<file path="src/design/pcxrle_pkg.sv">
// pcx run-length decoder: shared result codes, widths and header constants
// no dependencies
package pcxrle_pkg;

   localparam int unsigned POS_W    = 8;
   localparam int unsigned SIZE_W   = 17;
   localparam int unsigned PIXCNT_W = 33;
   localparam int unsigned RUN_W    = 6;

   typedef logic [1:0] kind_type;

   localparam kind_type KIND_PIXEL   = 2'd0;
   localparam kind_type KIND_SIZE    = 2'd1;
   localparam kind_type KIND_BAD_SIG = 2'd2;
   localparam kind_type KIND_BAD_EXT = 2'd3;

   localparam logic [7:0] SIG_MANUFACTURER = 8'd10;
   localparam logic [7:0] SIG_VERSION      = 8'd5;
   localparam logic [7:0] RUN_MARK_LIMIT   = 8'hBF;
   localparam logic [7:0] RUN_COUNT_MASK   = 8'h3F;

   localparam logic [POS_W-1:0] POS_MANUFACTURER = 8'd0;
   localparam logic [POS_W-1:0] POS_VERSION      = 8'd1;
   localparam logic [POS_W-1:0] POS_EXT_FIRST    = 8'd4;
   localparam logic [POS_W-1:0] POS_EXT_LAST     = 8'd11;

endpackage

</file>
<file path="src/design/pcx_rle_image_decoder.sv">
// pcx run-length image decoder: header check, size report, rle pixel expansion
// a literal byte's pixel shows in the cycle after it is taken; byte 11 stalls the input
// through the size and check states before the size report; one byte per cycle while the
// output is free; a run value byte holds it for its run (up to 63) on the shared pixel counter
// reset is synchronous: header phase, position zero, nothing pending, output empty
module pcx_rle_image_decoder
   import pcxrle_pkg::*;
#(
   parameter int unsigned HEADER_BYTES = 128
) (
   input  logic                clock,
   input  logic                reset,
   input  logic                req_valid,
   output logic                req_stall,
   input  logic [7:0]          req_file_byte,
   output logic                rsp_valid,
   input  logic                rsp_stall,
   output kind_type            rsp_kind,
   output logic [7:0]          rsp_pixel,
   output logic [SIZE_W-1:0]   rsp_width,
   output logic [SIZE_W-1:0]   rsp_height,
   output logic                rsp_run_end,
   output logic                rsp_image_end
);

   localparam logic [POS_W:0] HDR_END = HEADER_BYTES[POS_W:0];

   typedef enum logic [2:0] {
      ST_HEADER,
      ST_SIZE,
      ST_CHECK,
      ST_DATA,
      ST_RUN,
      ST_DONE
   } state_type;

   state_type             state_ff, state_in;
   logic [POS_W-1:0]      pos_ff, pos_in;
   logic [7:0]            ext_ff [8];
   logic [7:0]            ext_in [8];
   logic [SIZE_W:0]       wd_ff, wd_in;
   logic [SIZE_W:0]       ht_ff, ht_in;
   logic [PIXCNT_W-1:0]   left_ff, left_in;
   logic [RUN_W-1:0]      pend_ff, pend_in;
   logic                  armed_ff, armed_in;
   logic [RUN_W-1:0]      cnt_ff, cnt_in;
   logic [7:0]            runpix_ff, runpix_in;

   logic                  rsp_valid_ff, rsp_valid_in;
   kind_type              kind_ff, kind_in;
   logic [7:0]            pixel_ff, pixel_in;
   logic [SIZE_W-1:0]     width_ff, width_in;
   logic [SIZE_W-1:0]     height_ff, height_in;
   logic                  run_end_ff, run_end_in;
   logic                  image_end_ff, image_end_in;

   logic                  out_free;
   logic                  accept;
   logic                  take_state;
   logic [POS_W:0]        pos_next;
   logic [2:0]            ext_idx;
   logic [PIXCNT_W-1:0]   left_dec;
   logic                  left_one;
   logic [2*SIZE_W-1:0]   area;
   logic [RUN_W-1:0]      run_len;
   logic [7:0]            b;

   assign out_free   = !rsp_valid_ff || !rsp_stall;
   assign take_state = (state_ff == ST_HEADER) || (state_ff == ST_DATA) ||
                       (state_ff == ST_DONE);
   assign req_stall  = !(take_state && out_free);
   assign accept     = req_valid && !req_stall;
   assign b          = req_file_byte;
   assign pos_next   = {1'b0, pos_ff} + {{POS_W{1'b0}}, 1'b1};
   assign ext_idx    = 3'(pos_ff - POS_EXT_FIRST);

   // shared pixel counter decrement, used by literals and run pixels alike
   assign left_dec = left_ff - {{(PIXCNT_W-1){1'b0}}, 1'b1};
   assign left_one = (left_ff == {{(PIXCNT_W-1){1'b0}}, 1'b1});

   assign area = wd_ff[SIZE_W-1:0] * ht_ff[SIZE_W-1:0];

   // clip the run to the pixels still owed
   assign run_len = (left_ff < {{(PIXCNT_W-RUN_W){1'b0}}, pend_ff}) ?
                    left_ff[RUN_W-1:0] : pend_ff;

   always_comb begin
      state_in     = state_ff;
      pos_in       = pos_ff;
      ext_in       = ext_ff;
      wd_in        = wd_ff;
      ht_in        = ht_ff;
      left_in      = left_ff;
      pend_in      = pend_ff;
      armed_in     = armed_ff;
      cnt_in       = cnt_ff;
      runpix_in    = runpix_ff;
      rsp_valid_in = out_free ? 1'b0 : rsp_valid_ff;
      kind_in      = kind_ff;
      pixel_in     = pixel_ff;
      width_in     = width_ff;
      height_in    = height_ff;
      run_end_in   = run_end_ff;
      image_end_in = image_end_ff;

      unique case (state_ff)
         ST_HEADER: begin
            if (accept) begin
               pos_in = pos_next[POS_W-1:0];
               if ((pos_ff == POS_MANUFACTURER && b != SIG_MANUFACTURER) ||
                   (pos_ff == POS_VERSION && b != SIG_VERSION)) begin
                  rsp_valid_in = 1'b1;
                  kind_in      = KIND_BAD_SIG;
                  pixel_in     = '0;
                  width_in     = '0;
                  height_in    = '0;
                  run_end_in   = 1'b1;
                  image_end_in = 1'b0;
                  state_in     = ST_DONE;
               end else begin
                  if (pos_ff >= POS_EXT_FIRST && pos_ff <= POS_EXT_LAST) begin
                     ext_in[ext_idx] = b;
                  end
                  if (pos_ff == POS_EXT_LAST) begin
                     state_in = ST_SIZE;
                  end else if (pos_next >= HDR_END) begin
                     state_in = ST_DATA;
                     pend_in  = '0;
                     armed_in = 1'b0;
                  end
               end
            end
         end
         ST_SIZE: begin
            wd_in = {2'b00, ext_ff[5], ext_ff[4]} - {2'b00, ext_ff[1], ext_ff[0]} +
                    {{SIZE_W{1'b0}}, 1'b1};
            ht_in = {2'b00, ext_ff[7], ext_ff[6]} - {2'b00, ext_ff[3], ext_ff[2]} +
                    {{SIZE_W{1'b0}}, 1'b1};
            state_in = ST_CHECK;
         end
         ST_CHECK: begin
            if (out_free) begin
               rsp_valid_in = 1'b1;
               pixel_in     = '0;
               run_end_in   = 1'b1;
               image_end_in = 1'b0;
               // negative or zero extent
               if (wd_ff[SIZE_W] || wd_ff == '0 || ht_ff[SIZE_W] || ht_ff == '0) begin
                  kind_in   = KIND_BAD_EXT;
                  width_in  = '0;
                  height_in = '0;
                  state_in  = ST_DONE;
               end else begin
                  kind_in   = KIND_SIZE;
                  width_in  = wd_ff[SIZE_W-1:0];
                  height_in = ht_ff[SIZE_W-1:0];
                  left_in   = area[PIXCNT_W-1:0];
                  if ({1'b0, pos_ff} >= HDR_END) begin
                     state_in = ST_DATA;
                     pend_in  = '0;
                     armed_in = 1'b0;
                  end else begin
                     state_in = ST_HEADER;
                  end
               end
            end
         end
         ST_DATA: begin
            if (accept) begin
               if (armed_ff) begin
                  armed_in = 1'b0;
                  pend_in  = '0;
                  if (run_len != '0) begin
                     cnt_in    = run_len;
                     runpix_in = b;
                     state_in  = ST_RUN;
                  end
               end else if (b > RUN_MARK_LIMIT) begin
                  pend_in  = RUN_W'(b & RUN_COUNT_MASK);
                  armed_in = 1'b1;
               end else begin
                  rsp_valid_in = 1'b1;
                  kind_in      = KIND_PIXEL;
                  pixel_in     = b;
                  width_in     = '0;
                  height_in    = '0;
                  run_end_in   = 1'b1;
                  image_end_in = left_one;
                  left_in      = left_dec;
                  if (left_one) begin
                     state_in = ST_DONE;
                  end
               end
            end
         end
         ST_RUN: begin
            if (out_free) begin
               rsp_valid_in = 1'b1;
               kind_in      = KIND_PIXEL;
               pixel_in     = runpix_ff;
               width_in     = '0;
               height_in    = '0;
               run_end_in   = (cnt_ff == {{(RUN_W-1){1'b0}}, 1'b1});
               image_end_in = left_one;
               left_in      = left_dec;
               cnt_in       = cnt_ff - {{(RUN_W-1){1'b0}}, 1'b1};
               if (left_one) begin
                  state_in = ST_DONE;
               end else if (cnt_ff == {{(RUN_W-1){1'b0}}, 1'b1}) begin
                  state_in = ST_DATA;
               end
            end
         end
         ST_DONE: begin
            // bytes are taken and dropped until reset
         end
         default: begin
            state_in = ST_DONE;
         end
      endcase
   end

   always_ff @(posedge clock) begin
      if (reset) begin
         state_ff     <= ST_HEADER;
         pos_ff       <= '0;
         left_ff      <= '0;
         pend_ff      <= '0;
         armed_ff     <= 1'b0;
         cnt_ff       <= '0;
         rsp_valid_ff <= 1'b0;
         for (int i = 0; i < 8; i++) begin
            ext_ff[i] <= '0;
         end
      end else begin
         state_ff     <= state_in;
         pos_ff       <= pos_in;
         left_ff      <= left_in;
         pend_ff      <= pend_in;
         armed_ff     <= armed_in;
         cnt_ff       <= cnt_in;
         rsp_valid_ff <= rsp_valid_in;
         ext_ff       <= ext_in;
      end
      wd_ff        <= wd_in;
      ht_ff        <= ht_in;
      runpix_ff    <= runpix_in;
      kind_ff      <= kind_in;
      pixel_ff     <= pixel_in;
      width_ff     <= width_in;
      height_ff    <= height_in;
      run_end_ff   <= run_end_in;
      image_end_ff <= image_end_in;
   end

   assign rsp_valid     = rsp_valid_ff;
   assign rsp_kind      = kind_ff;
   assign rsp_pixel     = pixel_ff;
   assign rsp_width     = width_ff;
   assign rsp_height    = height_ff;
   assign rsp_run_end   = run_end_ff;
   assign rsp_image_end = image_end_ff;

endmodule
</file>
<file path="config.mk">
export PLATFORM = sky130hd
export DESIGN_NAME = pcx_rle_image_decoder
export DESIGN_NICKNAME = d
export VERILOG_FILES = /design/src/design/pcxrle_pkg.sv /design/src/design/pcx_rle_image_decoder.sv
export SDC_FILE = /design/constraint.sdc
export NUM_CORES = 1
export LEC_CHECK = 0
export BUFFER_PORTS_ARGS = -buffer_cell sky130_fd_sc_hd__buf_2
export CORE_MARGIN = 4
export CORE_UTILIZATION = 35
export DETAILED_ROUTE_END_ITERATION = 8
export PLACE_DENSITY = 0.59
export SLEW_MARGIN = 10
export SYNTH_ARGS = -nofsm -noshare
export SYNTH_HDL_FRONTEND = slang
export SYNTH_SLANG_ARGS = --single-unit
</file>
<file path="constraint.sdc">
create_clock -name clock -period 6.9 [get_ports clock]
set_input_delay 0.345 -clock clock [delete_from_list [all_inputs] [get_ports clock]]
set_output_delay 0.345 -clock clock [all_outputs]
set_load 0.01 [all_outputs]
</file>
==> results of run 1 <==
## what timing repair did
action                                  4_1_cts  5_1_grt
resized for setup                             0        2
endpoints found under the setup margin        0        7
buffers inserted                              0       18
hold endpoints to repair                      0        0
## synthesized netlist by cell type (all sizes together) (6+ instances only)
library cell  instances  area [µm²]
mux2i                62       620.6
nand3b                6       45.04
nor3b                 6       45.04
xnor2                50       437.9
a22oi                 8       60.06
a31oi                12       75.07
xor2                 36       315.3
nand3                42       210.2
fa                  225        4504
o31ai                10       75.07
clkbuf              130       488.0
a311oi                6       58.80
o22ai                 7       43.79
dfxtp               122        2442
a211oi               20       150.1
o21ai                75       375.4
nor2                166       623.1
ha                  150        1877
or3                   6       37.54
nor2b                 7       43.79
a21oi                91       455.4
inv                 348        1306
nor3                 32       175.2
nand2b               19       118.9
nand2               277        1040
nand4                15       93.84
and2                126       788.3
a21o                 33       247.7
edfxtp               90        2703
and3                 41       256.5
nor4                 22       137.6
o211ai                6       45.04
a22o                 10       87.58
o21a                 12       90.09
## registers in the layout, indices dropped and copies added, names as in the netlist, 8 cells and up
name,count
runpix_ff,8
rsp_height,17
pos_ff,8
left_ff,33
ext_ff,64
rsp_width,17
rsp_pixel,8
ht_ff,18
wd_ff,18
## how the worst max path moves through the flow
stage	slack (ns)	to	cells past startpoint
3_5_place_dp	0.17	left_ff[30]$_SDFFE_PP0P_	20
3_3_place_gp	0.30	left_ff[30]$_SDFFE_PP0P_	20
4_1_cts	0.14	left_ff[30]$_SDFFE_PP0P_	20
5_1_grt	0.09	left_ff[30]$_SDFFE_PP0P_	21
6_report	0.34	left_ff[22]$_SDFFE_PP0P_	22
2_1_floorplan	0.61	left_ff[30]$_SDFFE_PP0P_	22
## routing by layer
metal	part of all wire [%]	GRT usage [%]	routed length (µm)
met4	3.0	5.357	1730
met5	0.030	0	17
met3	5.2	2.392	2984
met1	44	24.73	25470
met2	47	30.46	27190
## final cells by class
type	count	share of cell area (%)
tap	773	4.228
timing repair buffer	126	3.500
clock inverter	16	0.7055
multi-input combinational	1653	60.51
sequential	212	22.49
clock buffer	30	2.860
inverter	348	5.710
## kinds of logic (layout without fill, tap and decap cells)
| kind of cell | Yosys count | count (layout) | share of synthesized area [%] |
|---|---|---|---|
| xor gates and xnor gates | 86 | 86 | 3.627 |
| buffers and inverters | 482 | 520 | 8.717 |
| adders and majority gates | 375 | 375 | 30.72 |
| AOI/OAI and AO/OA | 342 | 342 | 10.83 |
| and+or+nand+nor | 787 | 787 | 18.29 |
| muxes | 63 | 63 | 3.042 |
| DFF | 212 | 212 | 24.77 |
## metrics by stage
| step | worst slack (ns) | area (µm²) | instances | hold slack, ns |
|---|---|---|---|---|
| detailed placement | 0.1670 | 21920 | 3094 | 0.4567 |
| global placement | 0.3015 | 21920 | 3094 | 0.4623 |
| finish | 0.3378 | 22880 | 3158 | 0.1869 |
| floorplan | 0.6063 | 20770 | 2347 | 0.4349 |
| global route | 0.09382 | 22880 | 3158 | 0.1862 |
| CTS | 0.1446 | 22740 | 3140 | 0.1634 |
## worst max-delay path: cells and delay by family (launching register included)
kind	cells	cell delay, ns
AO/OA/AOI/OAI	4	0.89
XOR/XNOR	1	0.14
adder cells (fa/ha/maj)	7	3.53
buffers and inverters	6	0.50
flip-flops	1	0.60
AND/OR/NAND/NOR	4	0.79
## layout by cell type, fill, tap and decap left out, types with 19 or more instances in the layout
| master | n |
|---|---|
| xnor2_1 | 50 |
| dfxtp_1 | 122 |
| ha_1 | 150 |
| buf_2 | 58 |
| nand3_1 | 42 |
| nand2_1 | 277 |
| o21ai_0 | 74 |
| nor2_1 | 163 |
| edfxtp_1 | 90 |
| mux2i_1 | 62 |
| a211oi_1 | 20 |
| and3_1 | 41 |
| fa_1 | 225 |
| nand2b_1 | 19 |
| nor4_1 | 21 |
| a21o_1 | 33 |
| buf_4 | 68 |
| inv_1 | 348 |
| nor3_1 | 29 |
| and2_1 | 126 |
| xor2_1 | 36 |
| clkbuf_16 | 25 |
| a21oi_1 | 90 |
==> impl_metrics.yaml, run 1 <==
run_status:
  status: "finished clean"
drt:
  drt_wl_total_um: 57390
  via_per_inst: 5.171
  drtPass1Iterations: 5
  routedWlPerCell_um: 18.17
  num_vias: 16330
  route.detailed.drc: 0
  antenna_left: 0
  drt-initial-drc-count: 1097
clock_network:
  clock-sinks: 212
  cts_hold_buffers: 0
  cts_made_buffers: 25
  clkLatencyLatePin_ns: 0.57
  clockBufferDepth: 3
  clock_tree.root_cell: "clkbuf_16"
  cts_tree: "built"
  htreeDepth: 1
  clkTransAtPathRegs_ns: 0.06
synth:
  syn_inst: 2347
  yosysSeqAreaShare_pct: 24.77
  postSynth.asyncResetShare_pct: 0
  synth_seq_cells: 212
  synthDistinctLibCells: 71
  synth-edff-count: 90
  synth_nets: 2734
  syn_area_per_cell_um2: 8.849
  synth_warnings: 0
  syn_area_um2: 20770
  ys.flop_type: "dfxtp_1"
die:
  die_width_um: 251.6
  io_pins: 60
  core_um2: 58910
  die_y_um: 251.6
  die-area_um2: 63300
  floorplan.initialDensity_pct: 35.26
  rows: 89
min_path:
  hold_depth: 1
  hp-start: "req_file_byte[6]"
  hold_path_class: "in -> reg"
  hold_end: "runpix_ff[6]$_DFFE_PP_"
layout:
  diodes: 0
  regArea_um2: 5145
  nFillCells: 5843
  multi_input_area_um2: 13840
  fin_util_pct: 38.84
  area_growth_pct: 10.15
  nets: 2753
  drive_above_1_share_pct: 7.757
timing:
  fin_skew_ns: 0.01612
  worstMarginPinSlew_ns: 1.096
  post-route-period-util_pct: 95.10
  rsz0062_at_grt: "no"
  drv_slew: 0
  post-route-min-period_ns: 6.562
  hold_viol: 0
  maxClockFrequency_mhz: 152.4
  setup_viol: 0
  setup-tns-final_ns: 0
  relSlewSlack_pct: 26.68
global_routing:
  grt_pass1_wl_um: 93090
  grt_antenna_before_repair: 1
  grt_remaining_overflow: 0
  grt_pass1_vias: 16630
  grt_max_degree: 72
  grt_usage_pct: 18.18
critical_path:
  crit_fanout: 10
  r2r_cells: 22
  reg2reg_from: "wd_ff[12]$_DFFE_PP_"
  path_class: "reg -> reg"
  cp-end-kind: "flop"
  reg2reg_slack_ns: 0.34
  crit_path_start: "wd_ff[12]$_DFFE_PP_"
  path_cells: "and2_1 > fa_1 > inv_1 > fa_1 > fa_1 > inv_1 > fa_1 > fa_1 > inv_1 > fa_1 > inv_1 > ha_1 > and4_1 > nand3_1 > o21bai_1 > o211ai_1 > buf_4 > buf_4 > xor2_1 > nor2_1 > a31o_2 > a211oi_1"
  cp_slowest_cell: "edfxtp_1"
  worst_ep_arrival_time_ns: 7.03
  worstSetupStartpointType: "flop"
  cp_slowest_stage_delay_ns: 0.60
  cp_common_cell: "fa_1"
  required_ns: 7.37
  r2r-end: "left_ff[22]$_SDFFE_PP0P_"
placement:
  port_buffers: 59
  gp_congestion: 0.9059
  dpl.hpwl_um: 44180
job:
  maxCapViolCount: 0
Power of run 1 is left out: the tool's default activity adds up to more than one toggle a clock period on the data nets, which glitch-free logic cannot reach.
==> run 2, diff against run 1 <==
--- a/config.mk
+++ b/config.mk
@@ -5,11 +5,14 @@
 export SDC_FILE = /design/constraint.sdc
 export NUM_CORES = 1
 export LEC_CHECK = 0
+export ABC_CLOCK_PERIOD_IN_PS = 6900
 export BUFFER_PORTS_ARGS = -buffer_cell sky130_fd_sc_hd__buf_2
+export CELL_PAD_IN_SITES_DETAIL_PLACEMENT = 1
+export CELL_PAD_IN_SITES_GLOBAL_PLACEMENT = 2
 export CORE_MARGIN = 4
 export CORE_UTILIZATION = 35
 export DETAILED_ROUTE_END_ITERATION = 8
-export PLACE_DENSITY = 0.59
+export PLACE_DENSITY = 0.81
 export SLEW_MARGIN = 10
 export SYNTH_ARGS = -nofsm -noshare
 export SYNTH_HDL_FRONTEND = slang
==> run 2 against run 1 <==
Compared with the run above: via count grew 1.9%; die area unchanged; register-to-register slack worse by 0.11 ns; largest cell class unchanged.
==> impl_metrics.yaml, run 2 (synthesis gave the netlist of run 1 again) <==
layout:
  diodes: 0
  largest_reg_flops: 64
  drive_above_1_share_pct: 9.388
  area_growth_pct: 12.40
  reg.largest.list: "ext_ff: 64 flops, left_ff: 33 flops"
  final_cell_mix: "348 x inv_1, 277 x nand2_1, 225 x fa_1"
  nets: 2784
  largest_register: "ext_ff"
  design_area_um2: 23340
  layout_commonest_cell: "inv_1"
  final_cells: 3191
  nFillCells: 6855
drt:
  antenna_left: 0
  routedWlPerCell_um: 20.17
  num_vias: 16650
  via_per_inst: 5.216
  drtPass1Iterations: 5
  drt-initial-drc-count: 899
  drt_wl_total_um: 64370
  route.detailed.drc: 0
clock_network:
  cts_tree: "built"
  clkLatencyLatePin_ns: 0.58
  clkTransAtPathRegs_ns: 0.06
  htreeDepth: 1
  cts_made_buffers: 27
  clockBufferDepth: 3
  clock_tree.root_cell: "clkbuf_16"
  clock-sinks: 212
  cts_hold_buffers: 0
global_routing:
  grt_antenna_before_repair: 0
  grt_remaining_overflow: 0
  grt_pass1_wl_um: 102000
  grt_usage_pct: 20.12
  grt_max_degree: 84
  grt_pass1_vias: 18130
critical_path:
  worst_ep_arrival_time_ns: 7.15
  cp_slowest_stage_delay_ns: 0.55
  cp_common_cell: "fa_1"
  cp-end-kind: "flop"
  cp_slowest_cell: "fa_1"
  worstSetupStartpointType: "flop"
  required_ns: 7.38
  reg2reg_slack_ns: 0.23
  cp_top_family: "adder cells"
  r2r-end: "left_ff[30]$_SDFFE_PP0P_"
  critPathBufInv: 7
  path_class: "reg -> reg"
  crit_path_start: "ht_ff[7]$_DFFE_PP_"
  reg2reg_from: "ht_ff[7]$_DFFE_PP_"
  r2r_cells: 23
  path_cells: "clkbuf_2 > buf_4 > and2_1 > fa_1 > inv_1 > fa_1 > fa_1 > inv_1 > fa_1 > fa_1 > inv_1 > fa_1 > inv_1 > ha_2 > and4_1 > nand3_2 > o21bai_1 > o211ai_1 > buf_4 > nand3_1 > nor2_1 > mux2_2 > a311oi_1"
  crit_fanout: 8
min_path:
  hp-start: "req_file_byte[6]"
  hold_end: "runpix_ff[6]$_DFFE_PP_"
  hold_depth: 1
  hold_path_class: "in -> reg"
timing:
  fin_skew_ns: 0.03784
  setup_viol: 0
  drv_slew: 0
  maxClockFrequency_mhz: 149.9
  post-route-min-period_ns: 6.673
  worst_slack_ns: 0.2269
  post-route-period-util_pct: 96.71
  hold_viol: 0
  worstMarginPinSlew_ns: 1.054
  whs_ns: 0.1904
  relSlewSlack_pct: 29.76
placement:
  placed_area_um2: 22000
  gp_congestion: 0.8305
  dpl_worst_slack_ns: 0.01009
  port_buffers: 59
  dpl.hpwl_um: 49440
  placedCellCount: 3104
die:
  core_um2: 58910
  rows: 89
  die_y_um: 251.6
  io_pins: 60
  die-area_um2: 63300
  die_width_um: 251.6
  floorplan.initialDensity_pct: 35.26
run_status:
  status: "finished clean"
job:
  maxCapViolCount: 0
==> run 2: cell count changes in the layout (fill, tap and decap cells not counted), sizes merged <==
cell,before,now
buf,126,153
clkbuf,30,35
bufinv,2,6
inv,353,349
clkinv,8,9
==> run 2: worst reg2reg max path, delay by kind of cell (launching register included) <==
family,cells,cell delay (ns)
fa+ha+maj,7,3.50
simple gates,5,0.85
buf+inv,7,0.75
compound gates,3,0.65
flops,1,0.51
mux,1,0.35
==> run 2: through the flow <==
stage	util, %	TNS (ns)
after global routing	39.63	-0.03314
after CTS	38.99	0
after detailed placement	37.34	0
after global placement	37.34	0
after floorplan	-	0
final	39.63	0
==> run 2: how the worst max path moves through the flow <==
stage / endpoint / slack [ns] / cells past startpoint
3_3_place_gp: left_ff[27]$_SDFFE_PP0P_ / 0.14 / 20
5_1_grt: left_ff[22]$_SDFFE_PP0P_ / -0.02 / 24
6_report: left_ff[30]$_SDFFE_PP0P_ / 0.23 / 23
4_1_cts: left_ff[27]$_SDFFE_PP0P_ / 0.03 / 20
2_1_floorplan: left_ff[30]$_SDFFE_PP0P_ / 0.61 / 22
3_5_place_dp: left_ff[27]$_SDFFE_PP0P_ / 0.01 / 20
==> run 2: routing by layer <==
layer / wire, µm / vias to the layer above / global-route usage, %
met4: 1772 / 0 / 5.342
met2: 32510 / 280 / 36.20
met3: 2111 / 86 / 1.814
li1: - / 7783 / -
met5: 0 / - / 0
met1: 27970 / 8496 / 26.05
==> run 2: layout make-up <==
| cell class | instances | area (µm²) | area share, % |
|---|---|---|---|
| clock buffers | 33 | 708.2 | 3.034 |
| clock inverters | 17 | 264.0 | 1.131 |
| inverters | 348 | 1306 | 5.595 |
| multi-input cells | 1653 | 13900 | 59.56 |
| flip-flops and latches | 212 | 5145 | 22.04 |
| well taps | 773 | 967.2 | 4.143 |
| repair buffers | 155 | 1051 | 4.502 |
==> run 2: what timing repair did <==
item                                    4_1_cts  5_1_grt
endpoints found under the hold margin         0        0
resized for setup                             0       12
setup buffers                                 0       37
endpoints found under the setup margin        0       11
Power of run 2 is left out for the same reason.
